<file path="config.mk">
export PLATFORM = sky130hd
export DESIGN_NAME = kbcs_mult
export DESIGN_NICKNAME = d
export VERILOG_FILES = /design/src/hw/rtl/kbcs_mult.sv
export SDC_FILE = /design/constraint.sdc
export NUM_CORES = 2
export LEC_CHECK = 0
export ABC_CLOCK_PERIOD_IN_PS = 20500
export BUFFER_PORTS_ARGS = -buffer_cell sky130_fd_sc_hd__buf_4
export CAP_MARGIN = 20
export CORE_MARGIN = 8
export CORE_UTILIZATION = 55
export CTS_CLUSTER_DIAMETER = 80
export CTS_CLUSTER_SIZE = 20
export DETAILED_ROUTE_END_ITERATION = 16
export PLACE_DENSITY = 0.72
export RECOVER_POWER = 25
export SLEW_MARGIN = 20
export SYNTH_ARGS = -nofsm -noshare
export SYNTH_HDL_FRONTEND = slang
export SYNTH_SLANG_ARGS = --single-unit
</file>
<file path="constraint.sdc">
create_clock -name clk -period 20.5 [get_ports clk]
set_clock_uncertainty 0.15 [all_clocks]
set_input_delay 4.1 -clock clk [delete_from_list [all_inputs] [get_ports clk]]
set_output_delay 4.1 -clock clk [all_outputs]
set_load 0.1 [all_outputs]
</file>
<file path="src/hw/rtl/kbcs_mult.sv">
// Shared registered multiplier of the kernel best cluster select unit.
module kbcs_mult (
	input  logic        clk,
	input  logic [32:0] op_a,
	input  logic [31:0] op_b,
	output logic [64:0] prod
);
	logic [64:0] prod_q;

	always_ff @(posedge clk) begin
		prod_q <= 65'(op_a) * 65'(op_b);
	end

	assign prod = prod_q;
endmodule

</file>
=== Yosys cells after proc, flatten, opt, wreduce, memory -nomap -nowiden ===
Cells that the tools add are included.

* Bits in registers: 65
* Output and inout bits: 65
* Word-level logic and storage cells: 2

* $mul: 1

{| class="wikitable"
|+ Operators by type and width
! kind !! count
|-
| $mul 33x32->65 || 1
|}

=== Logic depth before layout (Yosys ltp) ===
* Word-level depth: 1
* Depth in mapped cells: 27

=== Worst setup path after synthesis ===
OpenSTA, ideal clock, no wires.

* Kind: input port to flip-flop
* From: in op_a[28]
* To: reg prod_q[61] (netlist: prod[61])
* Setup time: 138 ps
* Arrival time: 10608 ps
* Setup slack: 9604 ps
* Cell stages on the path: 26
* Buffers on the path: 2
* Cells stage by stage: clkbuf_1 > nand2_1 > fa_1 > inv_1 > fa_1 > fa_1 > inv_1 > fa_1 > inv_1 > fa_1 > fa_1 > fa_1 > inv_1 > fa_1 > inv_1 > ha_1 > clkbuf_1 > and4_1 > nand2b_1 > a2bb2oi_1 > o21ai_0 > a211oi_2 > o31ai_4 > a41o_1 > nor4b_1 > a311oi_1

* Word-level cells in the longest chain between the ends: 1

{| class="wikitable"
|+ Ends and longest elaborated chain
! item !! line !! source
|-
| start, declared || 4 || <nowiki>input logic [32:0] op_a,</nowiki>
|-
| $mul 33x32->65 || 11 || <nowiki>prod_q <= 65'(op_a) * 65'(op_b);</nowiki>
|-
| end signal, assigned || 11 ||
|-
| end, declared || 8 || <nowiki>logic [64:0] prod_q;</nowiki>
|}

No other way between the ends.

=== Final worst setup path ===
* From: in op_b[0]
* To: reg prod_q[61] (netlist: prod[61])

* Word-level cells in the longest chain between the ends: 1

{| class="wikitable"
|+ Ends and longest elaborated chain
! item !! line !! source
|-
| start, declared || 5 || <nowiki>input logic [31:0] op_b,</nowiki>
|-
| $mul 33x32->65 || 11 ||
|}

No other way between the ends.

==> summary.txt <==
RSZ-0062 raised after global routing - no
Non-Filler Instances - 4713
Post-CTS setup buffer count - 0
Worst Max-Slew Pin Slew - 1860 ps
Netlist cell types - 67
I/O Pins - 131
CP Class - in2reg
Placed insts - 4697
Post-synthesis cell count - 3929
Fillers - 5725
Setup TNS - 0 ps
Syn-to-layout area delta - 4.05%
CTS tree - built
Ratio of cells with drive above 1 in the final layout - 0.0342
H-tree levels - 3
Clock-pin transition on the worst setup and hold timing paths - 70 ps
DR WL/cell - 20.6 um
Die area - 0.0730 mm2
Outcome - complete, but fails checks
Failing checks - capacitance limit, slew limit
DP HPWL - 75000 um
Post-synthesis register bit count - 65
Fmax - 85.7 MHz
Post-Synthesis Cell Area - 0.0356 mm2
Crit path arrival time - 11730 ps
Final Hold Viols - 0
Net Count, Synth - 5185
CTS buffer count - 9
Post-place setup slack - 8720 ps
# diodes - 0
DRC viols - 0
Worst rel slew slack - -0.241
Seq/Total Area, Yosys - 0.0366
Nets - 5109
Grt ovf - 0
Hold crit path type - in2reg
Max reg flops - 65
Crit Path Max Fanout - 33
Final min period - 11670 ps
Yosys warns - 0
Clock buffer depth - 2
Vias in the first global route - 28400
Routed Antenna Nets - 0
Multi-input logic area - 0.0299 mm2
Storage element area - 0.00130 mm2
Number of flops mapped to enable cells by yosys - 0
Final wirelength - 96900 um
Antenna violations before repair - 0
GRT Resource Usage Total - 0.271
Vias per cell - 5.52
First-pass DRT Iterations - 6
Rows - 93
# clock sinks - 65
Synthesized area per cell - 9.05 um2
Fin worst setup slack - 8830 ps
Die Ht - 270 um
Max cap viols - 1
PortBufs - 130
Final setup violation count - 0
Top_reg_cell synth - dfxtp_1
Initial DRC count - 1576
Finished Core Util - 0.576
Async SR Flop Fraction - 0
Post_cts resized - 0
Largest net degree at the start of global routing - 34
Gpl congestion - 0.925
Final Cycle Share - 0.569
Core Area - 0.0642 mm2
Die width - 270 um
Worst endpoint required time - 20560 ps
Worst setup EP type - flop
CTS Root Buffer Type - clkbuf_16
Element type at the critical path start - input pin
Slew Viols, Final - 34
Vias post-DR - 26000
Initial Util - 0.553
Cts hold-fix bufs - 0
First-pass GRT wire length - 155000 um
## path summary, 6_finish.rpt
kind | from | to | slack, ps | cells past startpoint
max | op_b[0] | prod[61]$_DFF_P_ | 8830 | 21
min | op_a[0] | prod[0]$_DFF_P_ | 4090 | 2
## logic make-up after synthesis
group                    after synthesis  synth area share
AO/OA/AOI/OAI                        224            0.0417
XOR/XNOR                              56            0.0138
adder cells (fa/ha/maj)             1190             0.614
buffers and inverters               1147             0.121
flip-flops                            65            0.0366
multiplexers                           1          0.000317
AND/OR/NAND/NOR                     1246             0.172
## worst max-delay path: stages
cell,delay (ps)
clkbuf_1,1300
nand2_1,410
fa_1,620
fa_1,550
inv_1,50
fa_1,480
fa_1,520
fa_1,500
inv_1,50
fa_1,470
inv_1,40
ha_1,350
nand2_1,220
o21ai_0,150
a22oi_1,190
nand2_1,80
a31oi_1,720
o31ai_4,200
a41o_1,300
nor4b_1,310
a311oi_1,70
## routing by layer
metal  up-vias  routed length [um]  track usage
met2      1027               49300        0.477
li1      11200                   -            -
met4         0                5500        0.126
met1     13600               35900        0.330
met5         -                   0            0
met3       249                6230       0.0329
## metrics by stage
| stage | hold slack [ps] | cell area [um2] |
|---|---|---|
| finish | 4090 | 37000 |
| global route | 4090 | 37000 |
| global placement | 4440 | 36800 |
| CTS | 4080 | 37100 |
| detailed placement | 4450 | 36800 |
| floorplan | 4080 | 35600 |
## synthesized netlist by cell type, types with 18 or more instances
cell type | instances | share of area
and2_1 | 488 | 0.086
dfxtp_1 | 65 | 0.037
ha_1 | 264 | 0.093
inv_1 | 930 | 0.098
a21o_1 | 26 | 0.0055
clkbuf_1 | 213 | 0.022
o21bai_1 | 18 | 0.0038
a21oi_1 | 79 | 0.011
o21ai_0 | 33 | 0.0046
xnor2_1 | 33 | 0.0081
fa_1 | 926 | 0.52
nor2_1 | 37 | 0.0039
xor2_1 | 23 | 0.0057
nand3_1 | 20 | 0.0028
nand2_1 | 632 | 0.067
## cells in the final DEF, fill, tap and decap left out, drive strengths merged, types with 8 or more instances in the layout
master and count:
and3 9, a31oi 8, and2 492, dfxtp 65, nand4 13, a211oi 8
ha 264, o21ai 38, xor2 23, nand2 632, inv 931, a21oi 81
xnor2 33, o21bai 18, clkbuf 41, fa 926, buf 99, nand3 20
nor2 37, nor3 12, a21o 27
## final cells by class
| class | count | share of cell area |
|---|---|---|
| multi-input combinational | 2717 | 0.809 |
| inverter | 930 | 0.0944 |
| sequential | 65 | 0.0352 |
| tap | 855 | 0.0289 |
| timing repair buffer | 130 | 0.0232 |
| clock buffer | 10 | 0.00646 |
| clock inverter | 6 | 0.00244 |
Power is not shown: default switching activity piles up to over one toggle a cycle in this logic, so the estimate is an artifact.
