$ cat src/hw/rtl/kbcs_isqrt.sv
// Iterative integer square root, one result bit per cycle.
module kbcs_isqrt (
	input  logic        clk,
	input  logic        arst_n,
	input  logic        start,
	input  logic [50:0] operand,
	output logic [25:0] root,
	output logic        done
);
	logic [51:0] rem_q;
	logic [51:0] res_q;
	logic [50:0] bit_q;
	logic        busy_q;
	logic [51:0] trial;

	assign trial = res_q + 52'(bit_q);

	always_ff @(posedge clk or negedge arst_n) begin
		if (!arst_n) begin
			busy_q <= 1'b0;
		end else if (start) begin
			busy_q <= 1'b1;
		end else if (busy_q && bit_q[0]) begin
			busy_q <= 1'b0;
		end
	end

	always_ff @(posedge clk) begin
		if (start) begin
			rem_q <= 52'(operand);
			res_q <= '0;
			bit_q <= 51'(1) << 50;
		end else if (busy_q) begin
			if (rem_q >= trial) begin
				rem_q <= rem_q - trial;
				res_q <= (res_q >> 1) + 52'(bit_q);
			end else begin
				res_q <= res_q >> 1;
			end
			bit_q <= bit_q >> 2;
		end
	end

	assign root = res_q[25:0];
	assign done = !busy_q;
endmodule

$ cat config.mk
export PLATFORM = sky130hd
export DESIGN_NAME = kbcs_isqrt
export DESIGN_NICKNAME = d
export VERILOG_FILES = /design/src/hw/rtl/kbcs_isqrt.sv
export SDC_FILE = /design/constraint.sdc
export NUM_CORES = 1
export LEC_CHECK = 0
export BUFFER_PORTS_ARGS = -buffer_cell sky130_fd_sc_hd__buf_4
export CAP_MARGIN = 10
export CORE_MARGIN = 3
export CORE_UTILIZATION = 47
export DETAILED_ROUTE_END_ITERATION = 10
export GPL_TIMING_DRIVEN = 0
export HOLD_SLACK_MARGIN = 0.12
export PLACE_DENSITY = 0.72
export SLEW_MARGIN = 30
export SYNTH_ARGS = -nofsm -noshare
export SYNTH_HDL_FRONTEND = slang
export SYNTH_SLANG_ARGS = --single-unit
$ cat constraint.sdc
create_clock -name clk -period 8.6 [get_ports clk]
set_input_delay 1.29 -clock clk [delete_from_list [all_inputs] [get_ports clk]]
set_output_delay 1.29 -clock clk [all_outputs]
set_load 0.02 [all_outputs]
# After elaboration in Yosys (flattened, before gate mapping)
# Index checks and enable logic that the tools add are counted.
[totals]
ff_bits = 131
latch_bits = 0
ramBits = 0
rom_bits = 0
in_bits = 54
out_inout_bits = 27
word_cells = 22
mem_count = 0
[classes]
addsub = 3
n_mul = 0
div = 0
order_cmp = 1
n_eq_ne = 0
n_shift = 0
muxes = 6
bitwise = 0
n_reduce_logical = 7
[op_table]
columns = ["op", "n"]
rows = [
  ["$mux 51", 3],
  ["$add 51x51->52", 1],
  ["$add 52x51->52", 1],
  ["$ge 52x52->1", 1],
  ["$mux 52", 1],
  ["$sub 52x52->52", 1],
  ["$reduce_bool 2->1", 3],
  ["$reduce_and 2->1", 2],
  ["$mux 1", 2],
  ["$logic_and 1x1->1", 1],
  ["$logic_not 1->1", 1],
]

# Longest topological paths before layout
[logic_depth]
ltp_word = 5
ltp_mapped = 25
ltp_nobuf = 23

# Worst setup path after synthesis
# No wires, ideal clock.
[synth_path]
kind = "register to register"
from = "register res_q[2]"
to = "register rem_q[0], enable pin"
arrival_time_ns = 5.531
required_time_ns = 8.190
setup_slack_ns = 2.659
stages_incl_launch_ff = 21
path_buffers = 1
period_less_slack_ns = 5.941
cell_sequence = "dfxtp_1 > ha_1 > a31oi_1 > o21bai_1 > a31oi_1 > o21bai_2 > a2111oi_2 > nor2_1 > a21oi_1 > o21bai_1 > a31oi_1 > xor2_1 > ha_1 > clkbuf_1 > nand4_1 > nor4_1 > nand2b_1 > o221ai_1 > a211oi_2 > nand2b_1 > nand2_1"
[synth_via]
elab_chain_cells = 4
[synth_rtl]
columns = ["item", "line", "rtl"]
rows = [
  ["start, declared", "11", "logic [51:0] res_q;"],
  ["start signal, assigned", "36", "res_q <= (res_q >> 1) + 52'(bit_q);"],
  ["start signal, assigned", "38", "res_q <= res_q >> 1;"],
  ["$add 52x51->52", "16", "assign trial = res_q + 52'(bit_q);"],
  ["$ge 52x52->1", "34", "if (rem_q >= trial) begin"],
  ["$reduce_bool 2->1 (no line)", "--", ""],
  ["$reduce_and 2->1 (no line)", "--", ""],
  ["end signal, assigned", "30", "rem_q <= 52'(operand);"],
  ["end signal, assigned", "35", "rem_q <= rem_q - trial;"],
  ["end, declared", "10", "logic [51:0] rem_q;"],
]
# Every way passes these cells.
# A chain may end at the register's enable or synchronous reset.

# Worst setup path after layout
[layout_path]
from = "register res_q[2]"
to = "register res_q[45]"
[layout_via]
elab_chain_cells = 3
[layout_rtl]
columns = ["item", "line"]
rows = [
  ["$add 52x51->52", "16"],
  ["$ge 52x52->1", "34"],
  ["$mux 52 *", "34"],
]
# Mark *: on every way between the ends. The rest lies on a longest branch, timed or not.

==> results.md <==
- Status: completed
- Worst slew pin tran: 0.9240 ns
- Setup violators final: 0
- H-tree depth: 4
- Final cycle utilization of the critical path: 79.73%
- Core area: 24,600 um2
- Distinct cells, synth: 75
- Fillers: about 2.3k
- Min Tclk post-route: 6.857 ns
- CP Cell Sequence: ha_1 -> a31oi_1 -> o21bai_1 -> a31oi_1 -> o21bai_2 -> a2111oi_2 -> nor2_1 -> a21oi_1 -> o21bai_1 -> a31oi_1 -> xor2_1 -> ha_1 -> clkbuf_1 -> nand4_1 -> o211ai_1 -> a21oi_1 -> o221ai_1 -> a211oi_2 -> clkbuf_1 -> buf_2 -> o21ai_0 -> a311oi_1
- DR top layer: met4
- RSZ-0062 raised after global routing: false
- Layout cells sized above 1: 11.82%
- P_leak: around 0.0056 uW
- FMAX: 145.8 MHz
- Critical path class: reg -> reg
- Die Span Y: 165.4 um
- Commonest cells after routing, fill and taps aside: nand2_1 (152), nor2_1 (145), o21ai_0 (114)
- Most frequent CP cell: a31oi_1
- Number of diodes: 0
- Clk_skew: 0.01422 ns
- Top cell type's share of synthesized area: between 10% and 20%
- EDFF count, synth: 51
- Critical path depth in cells: 22
- CTS tree: built
- Vias in the first global route: 10.78k
- Clock sink count: approximately 130
- Total track usage: 26.44%
- Total grt overflow: 0
- Avg WL per Cell: around 19 um
- Worst Path Arrival: 7.17 ns
- Vias: 11.45k
- Worst VDD drop: 0.1834 mV
- Final Max Slew Viols: 0
- Drt initial violations: 1,146
- Met3 Routed Length: 1.922 mm
- Xor/xnor share of the synthesized area: under 10%
- Syn_nets: 1,631
- CP Launch Type: flop
- Num rows: 57
- Placed cells: 1,874
- Crit. Startpoint: res_q[2]$_SDFFE_PP0P_
- CP bufs+invs: 3
- Boundary pin count: 81
- Mapped Avg Cell Area: 8.119 um2
- Slowest stage cell, crit path: clkbuf_1
- Largest net degree at the start of global routing: 41
- CTS Buf Count: 17
- Synth top area cells: dfxtp_1 (13%), edfxtp_1 (13%), ha_1 (11%), xnor2_1 (5.1%), nand2_1 (4.8%)
- Placement Setup Slack: 1.945 ns
- DRT antenna net count: 0
- Clk_lat worst skew: between 0.4 and 0.5 ns
- FF-to-FF Start: res_q[2]$_SDFFE_PP0P_
- Synth area leader: dfxtp_1
- Sequential cell area fraction in the yosys report: 26.29%
- Crit. End Element: flop
- 1st-pass router iterations: 5
- Area growth syn-to-layout: 13.61%
- Initial core utilization: 48.51%
- Netlist Area Pre-Place: approximately 12,000 um2
- Detailed-route wire length: about 36 mm
- Buffers on Ports: 79
- Chip Width: 165.4 um
- # DRC: 0
- Clock slew at reported path FFs: roughly 0.070 ns
- Multiplexer area fraction after synthesis: 4.560%
- Die ar.: 27,340 um2
- Post-Layout Cell Count: around 1.9k
- Worst reg2reg path depth: 22
- Slack of the critical path: 1.743 ns
- Gpl congestion: 0.9532
- Worst R2R End: res_q[45]$_SDFFE_PP0P_
- Clock Root Buffer: clkbuf_16
- Final Hold Fails: 0
- Fin Setup TNS: 0 ns
- Post-Synthesis Cells: 1,470
- Synth Area in Adders: 11.28%
- Hold Buf Count CTS: 0
- Yosys reg bits: 131
- Initial antenna violation count: 0
- Postcts setup bufs: 0
- Multi-input gate area: 8174 um2
- Hold Crit Start: res_q[0]$_SDFFE_PP0P_
- Rel. slew slack: 38.40%
- CP max FO: 10
- Vias per cell: 6.008
- Crit path max-delay family: compound AO/OA/AOI/OAI gates
- Clock buffer depth: 2
- CP peak stage delay: 0.60 ns
- FFs w/ async S/R, synth: 0.7634%
- Crit path required time: 8.92 ns
- Ys Warns: 0
- Simple-Gate Fraction of Synth Area: 16.53%
- Worst hold margin: 0.5281 ns
- Sequential cell area: approximately 3100 um2
- Hold Crit Depth: 2
- Hold endpoint: res_q[0]$_SDFFE_PP0P_
- Met1 Wirelength: 16.81 mm
- Largest family of logic cells by synthesized area: compound AO/OA/AOI/OAI gates
- Post-DP HPWL: 27.98 mm
- Ys flop type: dfxtp_1
- Met2 WL post-DR: 16.41 mm
- Maxcap violations: 0
- Resized Gates After CTS: 0
- Pwr/cell area: roughly 290 nW/um2
- Setup slack, reg-to-reg: 1.74 ns
- Commonest non-fill, non-tap cell in the layout: nand2_1
- Complex-gate fraction of the synthesized area: 26.78%
- Wire length of the first global-routing pass: 56.87 mm
- Final #Nets: 1,730
- Hold crit path type: reg -> reg
[power by group]
part / switching [uW] / internal, uW / total, uW
registers: 70.1 / 866 / 936
logic: 1350 / 844 / 2200
clock network: 329 / 436 / 765
[cell families (layout without fill, tap and decap cells)]
kind of cell,after synthesis,after routing
adders and majority gates,107,107
xor gates and xnor gates,126,126
muxes,53,53
DFF,131,131
AOI/OAI and AO/OA,479,479
and+or+nand+nor,435,435
buffers and inverters,139,251
[synth_stat cells, drive strengths merged, types with 6 or more instances]
master,n
nand4,24
a21oi,83
nor3,12
and3,8
nand2,153
a211oi,31
mux2i,42
clkbuf,71
inv,34
or3,11
edfxtp,51
nor4,7
nor2,145
o211ai,12
dfxtp,79
buf,34
o31ai,13
nor2b,18
o21bai,34
nand3,23
a21o,48
xor2,57
o21a,6
nand2b,10
a311oi,11
o21ai,118
a221oi,10
mux2,11
a31o,7
ha,106
xnor2,69
a31oi,59
[worst register-to-register path: stages, from the launching register on]
cell	delay (ns)
dfxtp_1	0.50
ha_1	0.33
a31oi_1	0.27
o21bai_1	0.15
a31oi_1	0.44
o21bai_2	0.23
a2111oi_2	0.50
nor2_1	0.18
a21oi_1	0.24
o21bai_1	0.13
a31oi_1	0.22
xor2_1	0.31
ha_1	0.29
clkbuf_1	0.19
nand4_1	0.22
o211ai_1	0.13
a21oi_1	0.20
o221ai_1	0.28
a211oi_2	0.39
clkbuf_1	0.60
buf_2	0.46
o21ai_0	0.15
a311oi_1	0.33
[registers in the layout, indices dropped and copies added (netlist names)]
signal,flops
bit_q,26
busy_q,1
rem_q,52
res_q,52
[metrics by stage]
stage / total power (uW) / cell area, um2 / utilization, %
after floorplan: 2564 / 11940 / -
after global placement: 3056 / 12930 / 52.57
final: 3896 / 13560 / 55.11
after global routing: 4202 / 13560 / 55.11
after detailed placement: 3102 / 12960 / 52.69
after CTS: 3878 / 13560 / 55.11
[layout make-up]
type / instances / share of cell area, %
sequential: 131 / 23.14
inverter: 34 / 0.9412
clock buffer: 17 / 3.137
timing repair buffer: 80 / 4.522
buffer: 105 / 3.728
multi-input combinational: 1200 / 60.28
tap: 324 / 2.990
clock inverter: 15 / 1.255
[per-layer routing]
layer / vias to the layer above / global-route usage [%]
met4: 0 / 9.792
met2: 364 / 42.94
met5: - / 0
met3: 74 / 3.293
li1: 5612 / -
met1: 5401 / 36.03
[worst max path at each step]
stage,end
floorplan,rem_q[0]$_DFFE_PP_
CTS,res_q[45]$_SDFFE_PP0P_
global placement,rem_q[15]$_DFFE_PP_
detailed placement,res_q[45]$_SDFFE_PP0P_
finish,res_q[45]$_SDFFE_PP0P_
global route,res_q[45]$_SDFFE_PP0P_
(Power assumes the default switching activity.)
